==> config.mk <==
export PLATFORM = sky130hd
export DESIGN_NAME = mwsp_hist_mem
export DESIGN_NICKNAME = d
export VERILOG_FILES = /design/src/design/moving_window_sum_product_top_macros.svh /design/src/design/mwsp_pkg.sv /design/src/design/mwsp_hist_mem.sv
export SDC_FILE = /design/constraint.sdc
export NUM_CORES = 2
export LEC_CHECK = 0
export BUFFER_PORTS_ARGS = -buffer_cell sky130_fd_sc_hd__buf_2
export CAP_MARGIN = 20
export CORE_ASPECT_RATIO = 0.8
export CORE_MARGIN = 3
export CORE_UTILIZATION = 57
export DETAILED_ROUTE_END_ITERATION = 8
export GPL_TIMING_DRIVEN = 0
export PLACE_DENSITY_LB_ADDON = 0.2
export RECOVER_POWER = 50
export SLEW_MARGIN = 20
export SYNTH_ARGS = -nofsm -noshare
export SYNTH_HDL_FRONTEND = slang
export SYNTH_SLANG_ARGS = --single-unit
==> constraint.sdc <==
create_clock -name clock -period 5.4 [get_ports clock]
set_input_delay 1.08 -clock clock [delete_from_list [all_inputs] [get_ports clock]]
set_output_delay 1.08 -clock clock [all_outputs]
set_load 0.01 [all_outputs]
==> src/design/moving_window_sum_product_top_macros.svh <==
// assertion macros for the moving window sum and product block
`ifndef MOVING_WINDOW_SUM_PRODUCT_TOP_MACROS_SVH
`define MOVING_WINDOW_SUM_PRODUCT_TOP_MACROS_SVH

// condition must hold in the same cycle as the trigger
`define MWSP_ASSERT_NOW(label, trig, cond) \
   label: assert property (@(posedge clock) disable iff (reset) (trig) |-> (cond)) \
      else $error("moving window check failed");

// condition must hold in the cycle after the trigger
`define MWSP_ASSERT_NEXT(label, trig, cond) \
   label: assert property (@(posedge clock) disable iff (reset) (trig) |=> (cond)) \
      else $error("moving window check failed");

`endif

==> src/design/mwsp_pkg.sv <==
// shared types and constants of the moving window sum and product block
package mwsp_pkg;

   localparam int VAL_W  = 48;
   localparam int HALF_W = 24;
   localparam int PROD_W = 96;

   localparam logic signed [VAL_W-1:0] VAL_MAXP = 48'sh7FFF_FFFF_FFFF;
   localparam logic signed [VAL_W-1:0] VAL_MINN = 48'sh8000_0000_0000;
   localparam logic [VAL_W-1:0]        MAG_MAXP = 48'h7FFF_FFFF_FFFF;

   // one stored history sample
   typedef struct packed {
      logic                    finite;
      logic signed [VAL_W-1:0] value;
   } hist_entry_type;

   // status and result of the fixed-point multiplier
   typedef struct packed {
      logic                    done;
      logic                    sat;
      logic signed [VAL_W-1:0] value;
   } mul_result_type;

endpackage

==> src/design/mwsp_hist_mem.sv <==
// history sample memory, one write port and one registered read port
module mwsp_hist_mem #(
   parameter int DEPTH = 63,
   parameter int PTR_W = 6
) (
   input  logic                    clock,
   input  logic                    wr_en,
   input  logic [PTR_W-1:0]        wr_addr,
   input  mwsp_pkg::hist_entry_type wr_data,
   input  logic [PTR_W-1:0]        rd_addr,
   output mwsp_pkg::hist_entry_type rd_data
);

   mwsp_pkg::hist_entry_type mem_ff [DEPTH];
   mwsp_pkg::hist_entry_type rd_data_ff;

   // write and registered read
   always_ff @(posedge clock) begin
      if (wr_en) begin
         mem_ff[wr_addr] <= wr_data;
      end
      rd_data_ff <= mem_ff[rd_addr];
   end

   assign rd_data = rd_data_ff;

endmodule

==> results.yml <==
finish:
  area_growth_pct: 15.7
  drive_above_1_share: 0.261
  fin_cells: 9214
  fill_cells: 13023
  fin_nets: 6233
synth:
  ys.flop_type: "edfxtp_1"
  synth_warnings: 0
  yosysMostFrequentCell: "edfxtp_1"
  synthTopCellsByCount: "3087 x edfxtp_1, 712 x mux4_2, 417 x nand2_1, 202 x mux2i_1, 157 x nor2_1"
  ys_seq_area_frac: 0.784
  synth-edff-count: 3087
  netlist_area_sq_um: 119000
  ys_async_sr_fraction: 0
  synthCells: 5543
  synthTopCellsByArea: "edfxtp_1 78%, mux4_2 13%, mux2i_1 1.7%"
  syn_nets: 5606
  ys_ff_latch: 3136
  synth_area_per_cell_sq_um: 21.5
  synth_cell_types: 50
  yosys.area.top_type: "edfxtp_1"
  synth_top_area_share: 0.776
placed_design:
  gp_congestion: 0.923
  place_ws_ps: -84.5
  placedCellCount: 8654
  dp_hpwl_microns: 250000
  port-buffer-count: 105
clocking:
  ctsHoldBuffers: 0
  clockBufferDepth: 4
  cts_tree: "done"
  postCtsResizedCells: 0
  cts_setup_buffers: 0
  htree_levels: 5
  clk_latency_ps: 890
  cts_buffers: 299
  cts-root-buf: "clkbuf_16"
  clk_pin_slew_worst_paths_ps: 70
  cts.sinks: 3136
critical_path:
  cp-start-kind: "input pin"
  crit_fanout: 10
  criticalPathCategory: "input pin to flip-flop"
  crit_required_ps: 6080
  crit_arrival_ps: 5600
  worst_setup_path_end_kind: "flip-flop"
die:
  die-area_sq_um: 215000
  core_sq_um: 207000
  ioPinCount: 112
  die_y_microns: 415
  rows: 149
  start_util: 0.576
  die_w_microns: 518
timing:
  maxSlewViolCount: 3146
  tightest_slew_ps: 3610
  rsz0062_at_grt: "false"
  finalClockSkew_ps: 59.6
  worst_slack_ps: 479
  setup_violations: 0
  period_minus_slack_ps: 4920
  hold_viol_final: 0
  fmax_mhz: 203
  post-route-period-util: 0.911
  fin_hold_ws_ps: 808
  relSlewSlack: -1.40
power_and_ir_drop:
  p_int_w: 0.0396
  p_switching_w: 0.0112
  p_per_area_nw_per_um2: 368
  comb_power_share: 0.059
  p_leak_nw: 44.1
  swShare: 0.221
  vdd_drop_max_uv: 336
  p_seq_frac: 0.532
  finalPower_w: 0.0508
  p_clk_frac: 0.409
drt:
  drc: 1
  first_pass_iters: 9
  post_drt_via_cell_ratio: 7.06
  wl_per_cell_microns: 41.4
  wl_microns: 382000
  vias: 65058
  first_iter_violations: 12034
  final_antenna_net_count: 0
status:
  status: "finished with violations"
  violations: "DRC, capacitance limit, slew limit"
grt:
  grt_max_degree: 64
  grt-ovfl-total: 0
  track_usage: 0.354
  grt_pass1_vias: 62334
  grt_pass1_wl_microns: 516000
  grt_antenna_before_repair: 28
hold_path:
  hold_class: "input pin to flip-flop"
run:
  drv_cap: 53
==> per-layer routing <==
| metal | track usage | part of all wire |
|---|---|---|
| met1 | 0.490 | 0.34 |
| met2 | 0.501 | 0.43 |
| met3 | 0.135 | 0.17 |
| met4 | 0.171 | 0.063 |
| met5 | 0 | 0.0011 |
==> power groups by stage <==
stage / Combinational (W) / Clock (W) / Sequential (W)
after detailed placement: 0.00291 / 0 / 0.0275
after CTS: 0.00292 / 0.0208 / 0.0270
after global placement: 0.00278 / 0 / 0.0275
final: 0.00301 / 0.0208 / 0.0271
after global routing: 0.00307 / 0.0217 / 0.0271
after floorplan: 0.00134 / 0 / 0.0275
==> worst max-delay path: stages <==
cell	delay, ps
buf_2	170
clkbuf_1	370
nor2_1	910
clkbuf_1	810
clkbuf_1	660
a32oi_1	430
a32oi_1	890
a21oi_1	220
==> through the flow <==
step	utilization	cell area [sq um]	setup TNS [ps]
after floorplan	-	119000	0
after global placement	0.596	123000	-7186160
after detailed placement	0.622	129000	-160
after CTS	0.667	138000	0
after global routing	0.666	138000	0
final	0.667	138000	0
==> flip-flops by register name, indices dropped and copies added, names as in the netlist <==
name     count
mem_ff    3087
rd_data     49
==> path summary, 6_finish.rpt <==
| path | start | endpoint | slack, ps | depth (start not counted) |
|---|---|---|---|---|
| hold / removal | wr_data[14] | mem_ff[49][14]$_DFFE_PP_ | 810 | 1 |
| setup reg to reg | mem_ff[52][44]$_DFFE_PP_ | rd_data[44]$_DFF_P_ | 2620 | 5 |
| setup / recovery | rd_addr[5] | rd_data[35]$_DFF_P_ | 480 | 8 |
| hold reg to reg | mem_ff[8][12]$_DFFE_PP_ | rd_data[12]$_DFF_P_ | 900 | 5 |
==> cell type report <==
class	instances	area (sq um)	area share
flip-flops and latches	3136	93700	0.678
multi-input cells	2086	24600	0.178
clock buffers	376	8010	0.0580
repair buffers	326	5300	0.0384
well taps	2793	3490	0.0253
plain buffers	318	1620	0.0117
clock inverters	153	1450	0.0105
diodes	23	57.6	0.000416
inverters	3	11.3	0.0000815
==> cell families (layout without fill, tap and decap cells) <==
logic type	Yosys count	in the layout	share of synthesized area
simple gates	771	771	0.0270
buf+inv	321	1176	0.0132
other cells	0	23	0
mux	941	941	0.154
flops	3136	3136	0.784
compound gates	374	374	0.0217
==> placed cells by master, fill, tap and decap left out, types with 10 or more instances in the layout <==
cell type	instances
edfxtp_1	3087
mux4_2	712
nand2_1	417
clkbuf_16	308
clkbuf_1	226
mux2i_1	202
buf_2	164
nand3_1	131
buf_12	106
nor2_1	103
buf_16	88
a21oi_1	71
o21ai_0	68
clkinv_1	60
a32oi_1	56
nor2_4	54
buf_4	53
dfxtp_1	49
clkinv_2	43
o22ai_1	33
clkbuf_2	30
mux2_2	27
a31oi_1	24
bufinv_16	24
diode_2	23
o221ai_1	21
o31a_1	19
o311ai_0	17
and2_0	16
buf_1	15
a22oi_1	14
buf_8	14
o211a_1	13
a211oi_1	13
buf_6	11
nor2b_1	10
clkinvlp_4	10
Power figures use the tool's default switching activity.
