--- src/design/moving_window_sum_product_top_macros.svh ---
// assertion macros for the moving window sum and product block
`ifndef MOVING_WINDOW_SUM_PRODUCT_TOP_MACROS_SVH
`define MOVING_WINDOW_SUM_PRODUCT_TOP_MACROS_SVH

// condition must hold in the same cycle as the trigger
`define MWSP_ASSERT_NOW(label, trig, cond) \
   label: assert property (@(posedge clock) disable iff (reset) (trig) |-> (cond)) \
      else $error("moving window check failed");

// condition must hold in the cycle after the trigger
`define MWSP_ASSERT_NEXT(label, trig, cond) \
   label: assert property (@(posedge clock) disable iff (reset) (trig) |=> (cond)) \
      else $error("moving window check failed");

`endif

--- src/design/mwsp_pkg.sv ---
// shared types and constants of the moving window sum and product block
package mwsp_pkg;

   localparam int VAL_W  = 48;
   localparam int HALF_W = 24;
   localparam int PROD_W = 96;

   localparam logic signed [VAL_W-1:0] VAL_MAXP = 48'sh7FFF_FFFF_FFFF;
   localparam logic signed [VAL_W-1:0] VAL_MINN = 48'sh8000_0000_0000;
   localparam logic [VAL_W-1:0]        MAG_MAXP = 48'h7FFF_FFFF_FFFF;

   // one stored history sample
   typedef struct packed {
      logic                    finite;
      logic signed [VAL_W-1:0] value;
   } hist_entry_type;

   // status and result of the fixed-point multiplier
   typedef struct packed {
      logic                    done;
      logic                    sat;
      logic signed [VAL_W-1:0] value;
   } mul_result_type;

endpackage

--- src/design/mwsp_mul.sv ---
// signed q-format multiplier from four 24x24 partial products, round and saturate
module mwsp_mul #(
   parameter int FRAC_BITS = 24
) (
   input  logic                                 clock,
   input  logic                                 reset,
   input  logic                                 start,
   input  logic signed [mwsp_pkg::VAL_W-1:0]    op_a,
   input  logic signed [mwsp_pkg::VAL_W-1:0]    op_b,
   output mwsp_pkg::mul_result_type             res
);

   localparam int VW = mwsp_pkg::VAL_W;
   localparam int HW = mwsp_pkg::HALF_W;
   localparam int PW = mwsp_pkg::PROD_W;

   logic          busy_ff, busy_in;
   logic          fin_ff, fin_in;
   logic [1:0]    step_ff, step_in;
   logic          neg_ff, neg_in;
   logic [VW-1:0] ma_ff, ma_in;
   logic [VW-1:0] mb_ff, mb_in;
   logic [PW-1:0] acc_ff, acc_in;
   logic          done_ff, done_in;
   logic          sat_ff, sat_in;
   logic signed [VW-1:0] val_ff, val_in;

   logic [HW-1:0] a_half;
   logic [HW-1:0] b_half;
   logic [2*HW-1:0] pp;
   logic [PW-1:0] pp_sh;
   logic [PW-1:0] q;
   logic [VW-1:0] lim;
   logic          ovf;

   // partial product of the halves chosen by the step
   always_comb begin
      a_half = step_ff[0] ? ma_ff[VW-1:HW] : ma_ff[HW-1:0];
      b_half = step_ff[1] ? mb_ff[VW-1:HW] : mb_ff[HW-1:0];
      pp     = a_half * b_half;
      case (step_ff)
         2'd0:    pp_sh = PW'(pp);
         2'd1:    pp_sh = PW'(pp) << HW;
         2'd2:    pp_sh = PW'(pp) << HW;
         2'd3:    pp_sh = PW'(pp) << (2 * HW);
         default: pp_sh = PW'(pp);
      endcase
   end

   // rounded magnitude, limit and overflow
   always_comb begin
      q   = acc_ff >> FRAC_BITS;
      lim = mwsp_pkg::MAG_MAXP + VW'(neg_ff);
      ovf = q > PW'(lim);
   end

   // sequencing of the four steps and the finish cycle
   always_comb begin
      busy_in = busy_ff;
      fin_in  = 1'b0;
      step_in = step_ff;
      neg_in  = neg_ff;
      ma_in   = ma_ff;
      mb_in   = mb_ff;
      acc_in  = acc_ff;
      done_in = 1'b0;
      sat_in  = sat_ff;
      val_in  = val_ff;
      if (start) begin
         busy_in = 1'b1;
         step_in = 2'd0;
         neg_in  = op_a[VW-1] ^ op_b[VW-1];
         ma_in   = op_a[VW-1] ? VW'(-op_a) : VW'(op_a);
         mb_in   = op_b[VW-1] ? VW'(-op_b) : VW'(op_b);
         acc_in  = PW'(1) << (FRAC_BITS - 1);
      end else if (busy_ff) begin
         acc_in  = acc_ff + pp_sh;
         step_in = step_ff + 2'd1;
         if (step_ff == 2'd3) begin
            busy_in = 1'b0;
            fin_in  = 1'b1;
         end
      end else if (fin_ff) begin
         done_in = 1'b1;
         sat_in  = ovf;
         if (ovf) begin
            val_in = neg_ff ? mwsp_pkg::VAL_MINN : mwsp_pkg::VAL_MAXP;
         end else begin
            val_in = neg_ff ? -$signed(q[VW-1:0]) : $signed(q[VW-1:0]);
         end
      end
   end

   always_ff @(posedge clock) begin
      if (reset) begin
         busy_ff <= 1'b0;
         fin_ff  <= 1'b0;
         done_ff <= 1'b0;
         step_ff <= 2'd0;
      end else begin
         busy_ff <= busy_in;
         fin_ff  <= fin_in;
         done_ff <= done_in;
         step_ff <= step_in;
      end
      neg_ff <= neg_in;
      ma_ff  <= ma_in;
      mb_ff  <= mb_in;
      acc_ff <= acc_in;
      sat_ff <= sat_in;
      val_ff <= val_in;
   end

   assign res.done  = done_ff;
   assign res.sat   = sat_ff;
   assign res.value = val_ff;

endmodule

--- config.mk ---
export PLATFORM = sky130hd
export DESIGN_NAME = mwsp_mul
export DESIGN_NICKNAME = d
export VERILOG_FILES = /design/src/design/moving_window_sum_product_top_macros.svh /design/src/design/mwsp_pkg.sv /design/src/design/mwsp_mul.sv
export SDC_FILE = /design/constraint.sdc
export NUM_CORES = 2
export LEC_CHECK = 0
export BUFFER_PORTS_ARGS = -buffer_cell sky130_fd_sc_hd__buf_2
export CAP_MARGIN = 5
export CORE_MARGIN = 3
export CORE_UTILIZATION = 50
export DETAILED_ROUTE_END_ITERATION = 12
export GPL_TIMING_DRIVEN = 0
export PLACE_DENSITY_LB_ADDON = 0.12
export SLEW_MARGIN = 20
export SYNTH_ARGS = -nofsm -noshare
export SYNTH_HDL_FRONTEND = slang
export SYNTH_SLANG_ARGS = --single-unit
--- constraint.sdc ---
create_clock -name clock -period 10.95 [get_ports clock]
set_input_delay 0.5475 -clock clock [delete_from_list [all_inputs] [get_ports clock]]
set_output_delay 0.5475 -clock clock [all_outputs]
set_load 0.05 [all_outputs]
==> summary.md <==
| Metric | Value |
|---|---|
| Critical Path Most Common Cell | fa_1 |
| CP max-delay cell | fa_1 |
| Post-Synth Simple-Gate Area | between 15 and 20% |
| Area after DPL | 0.04033 mm2 |
| Final Setup Violations | 2 |
| First-pass GRT wire length | just over 200 mm |
| Async S/R FF share, synth | 0% |
| Die ar. | approximately 0.08 mm2 |
| Pre-CTS setup slack | -3.550 ns |
| DR pass1 iterations | 7 |
| Grt ovf | 0 |
| Worst Setup End Kind | flop |
| Cell family with the largest share of critical-path delay | adder cells |
| Cell Count Post-Placement | about 5600 |
| Hold Vio Cnt, Final | 0 |
| WP data arrival | approximately 11 ns |
| Synth cell types | 78 |
| Critical path buffers and inverters | 9 |
| Htree depth | 2 |
| CP Data Required Time | about 11 ns |
| Largest net degree at the start of global routing | 59 |
| First DRT Iteration DRCs | between 3000 and 4000 |
| Top post-synthesis cells by area | fa_1 (25%), edfxtp_1 (11%), ha_1 (11%) |
| Combinational family with the most area after synthesis | adder cells |
| Post-Syn Area | about 0.038 mm2 |
| DRC | 0 |
| Synth Register Bits | around 250 |
| Worst Hold Slack | roughly 0.22 ns |
| Hold Path Sink | ma_ff[0]$_DFFE_PP_ |
| Failing checks | setup timing |
| GRT Overall Usage | approximately a third |
| Post-route ant nets | 0 |
| Slew Limit Fails | 0 |
| Clock sinks | about 250 |
| Share of layout cells above drive strength 1 | approximately 15% |
| Adder-cell share of the synthesized area | a little over a third |
| Fmax | between 0.09 and 0.1 GHz |
| Hold path cells | 1 |
| Yosys top cell area share | approximately a quarter |
| Clock Path Buffers | 3 |
| Fin crit period | approximately 11 ns |
| Clk root buf | clkbuf_16 |
| Chip width | approximately 280 um |
| Vias in the first global route | between 30000 and 40000 |
| Fill cells | 6649 |
| Rows | 100 |
| Clk_lat worst skew | ~0.56 ns |
| Status | finished with violations |
| Tcrit/Tclk final | 100.4% |
| Worst Min Path Start | op_a[0] |
| Synth Area in Compound Gates | between 10% and 20% |
| Worst slew margin | between 20% and 30% |
| Starting density of the core | 50.87% |
| Finished Layout Cells | ~5800 |
| Antenna violations before repair | 11 |
| DP HPWL | roughly 110 mm |
| Post-synthesis sequential area ratio | between 10% and 20% |
| Post-synthesis cell count | between 4000 and 5000 |
| Crit path kind | flop to flop |
| IO Count | about 150 |
| HP Class | primary input to flop |
| Commonest cells after routing, fill and taps aside | inv_1 (616), nand2_1 (532), fa_1 (480), nor2_1 (458), ha_1 (289) |
| Max-cap viol count | 0 |
| Syn nets | 5383 |
| Post-Synth XOR/XNOR Area | 5.100% |
| Reg2reg start | step_ff[0]$_SDFFE_PP0P_ |
| CTS Buf Count | 34 |
| Clock-pin slew on the worst setup and hold paths | around 0.06 ns |
| Post-synthesis mux area share | 3.456% |
| Finished Cell Area | roughly 0.045 mm2 |
| Setup Skew | 0.01579 ns |
| Number of flops mapped to enable cells by yosys | approximately 150 |
| DRT Wirelength | ~140 mm |
| Critical path fanouts, max | 8 |
| R2r worst-path depth | 39 |
| Critical path's largest stage delay | approximately 0.55 ns |
| Die Ht | roughly 280 um |
| Most common cell after layout, fill and taps aside | inv_1 |
| RSZ-0062 raised after global routing | true |
| Synth area leader | fa_1 |
| CP Launch Type | flop |
| Core area | 0.07495 mm2 |
| Area grow syn2layout | 19.17% |
| Final #Nets | approximately 5700 |
| Reg-to-reg endpoint | acc_ff[93]$_SDFFE_PP0P_ |
| DR vias | 34830 |
| Port Buffers | 147 |
| Average size of a mapped cell | 8.512 um2 |
| Final worst slack | -0.03926 ns |
| YS warnings | 0 |
| CTS tree | done |
| GPL Wtd Cong | 0.9701 |
| Setup slack, reg-to-reg | -0.04 ns |
| Routed length per instance | around 23 um |
| Slew @ Worst Pin | 1.073 ns |
| Top FF cell, synth | edfxtp_1 |
| Avg Vias per Cell | roughly 6 |
| Crit path depth | 39 |
## cells by family (layout without fill, tap and decap cells)
group	count (synthesis)	count (layout)
AOI/OAI and AO/OA	863	863
xor gates and xnor gates	222	222
adders and majority gates	805	805
buffers and inverters	830	1199
DFF	247	247
muxes	126	126
other	0	1
and+or+nand+nor	1386	1386
## cells in the mapped netlist, types with 39 or more instances
cell type,n
clkbuf_1,201
xor2_1,55
ha_1,322
and2_1,39
nor2_1,464
nand3_1,43
fa_1,483
mux2_2,45
mux2i_1,81
nand4_1,70
edfxtp_1,146
a21oi_1,244
inv_1,618
o31ai_1,41
nand2_1,536
o21bai_1,40
o21ai_0,225
or3_1,39
a21o_1,108
xnor2_1,167
nor3_1,47
dfxtp_1,101
## registers in the layout, indices dropped and copies added (netlist names)
register / cells
acc_ff: 96
ma_ff: 48
mb_ff: 48
val_ff: 48
step_ff: 2
busy_ff: 1
done_ff: 1
fin_ff: 1
neg_ff: 1
sat_ff: 1
## metal layers
layer | vias to the layer above | GRT usage, % | part of all wire [%]
li1 | 15650 | - | -
met5 | - | 0 | 0.020
met1 | 17220 | 49.30 | 43
met2 | 1666 | 49.20 | 42
met3 | 294 | 9.087 | 11
met4 | 4 | 11.15 | 3.8
## how the worst max path moves through the flow
stage,startpoint,to,slack (ns)
CTS,step_ff[1]$_SDFFE_PP0P_,acc_ff[88]$_SDFFE_PP0P_,0.0002
detailed placement,step_ff[0]$_SDFFE_PP0P_,acc_ff[95]$_SDFFE_PP0P_,-3.55
global placement,step_ff[1]$_SDFFE_PP0P_,acc_ff[95]$_SDFFE_PP0P_,-4.56
finish,step_ff[0]$_SDFFE_PP0P_,acc_ff[93]$_SDFFE_PP0P_,-0.04
floorplan,step_ff[0]$_SDFFE_PP0P_,acc_ff[93]$_SDFFE_PP0P_,0.03
global route,step_ff[0]$_SDFFE_PP0P_,acc_ff[93]$_SDFFE_PP0P_,-0.22
## cell type report
type / count / area, um2 / area share (%)
Antenna cell: 1 / 2.502 / 0.005508
Buffer: 181 / 1401 / 3.084
Clock buffer: 47 / 950.9 / 2.093
Clock inverter: 15 / 166.4 / 0.3663
Inverter: 619 / 2323 / 5.114
Multi-Input combinational cell: 3402 / 30440 / 66.99
Sequential cell: 247 / 6414 / 14.12
Tap cell: 969 / 1212 / 2.669
Timing Repair Buffer: 337 / 2525 / 5.557
## per-stage QoR
| step | setup TNS (ns) | util [%] |
|---|---|---|
| floorplan | 0 | - |
| global route | -1.173 | 60.62 |
| global placement | -203.39 | 53.50 |
| detailed placement | -162.53 | 53.81 |
| finish | -0.04178 | 60.62 |
| CTS | 0 | 59.42 |
## what timing repair did
item / CTS / global route
pin swaps: 42 / 43
cloned: 2 / 2
gates resized for setup: 433 / 134
hold buffers: 0 / 0
endpoints found under the setup margin: 72 / 52
buffers inserted: 123 / 54
Power is not shown: default switching activity piles up to over one toggle a cycle in this logic, so the estimate is an artifact.
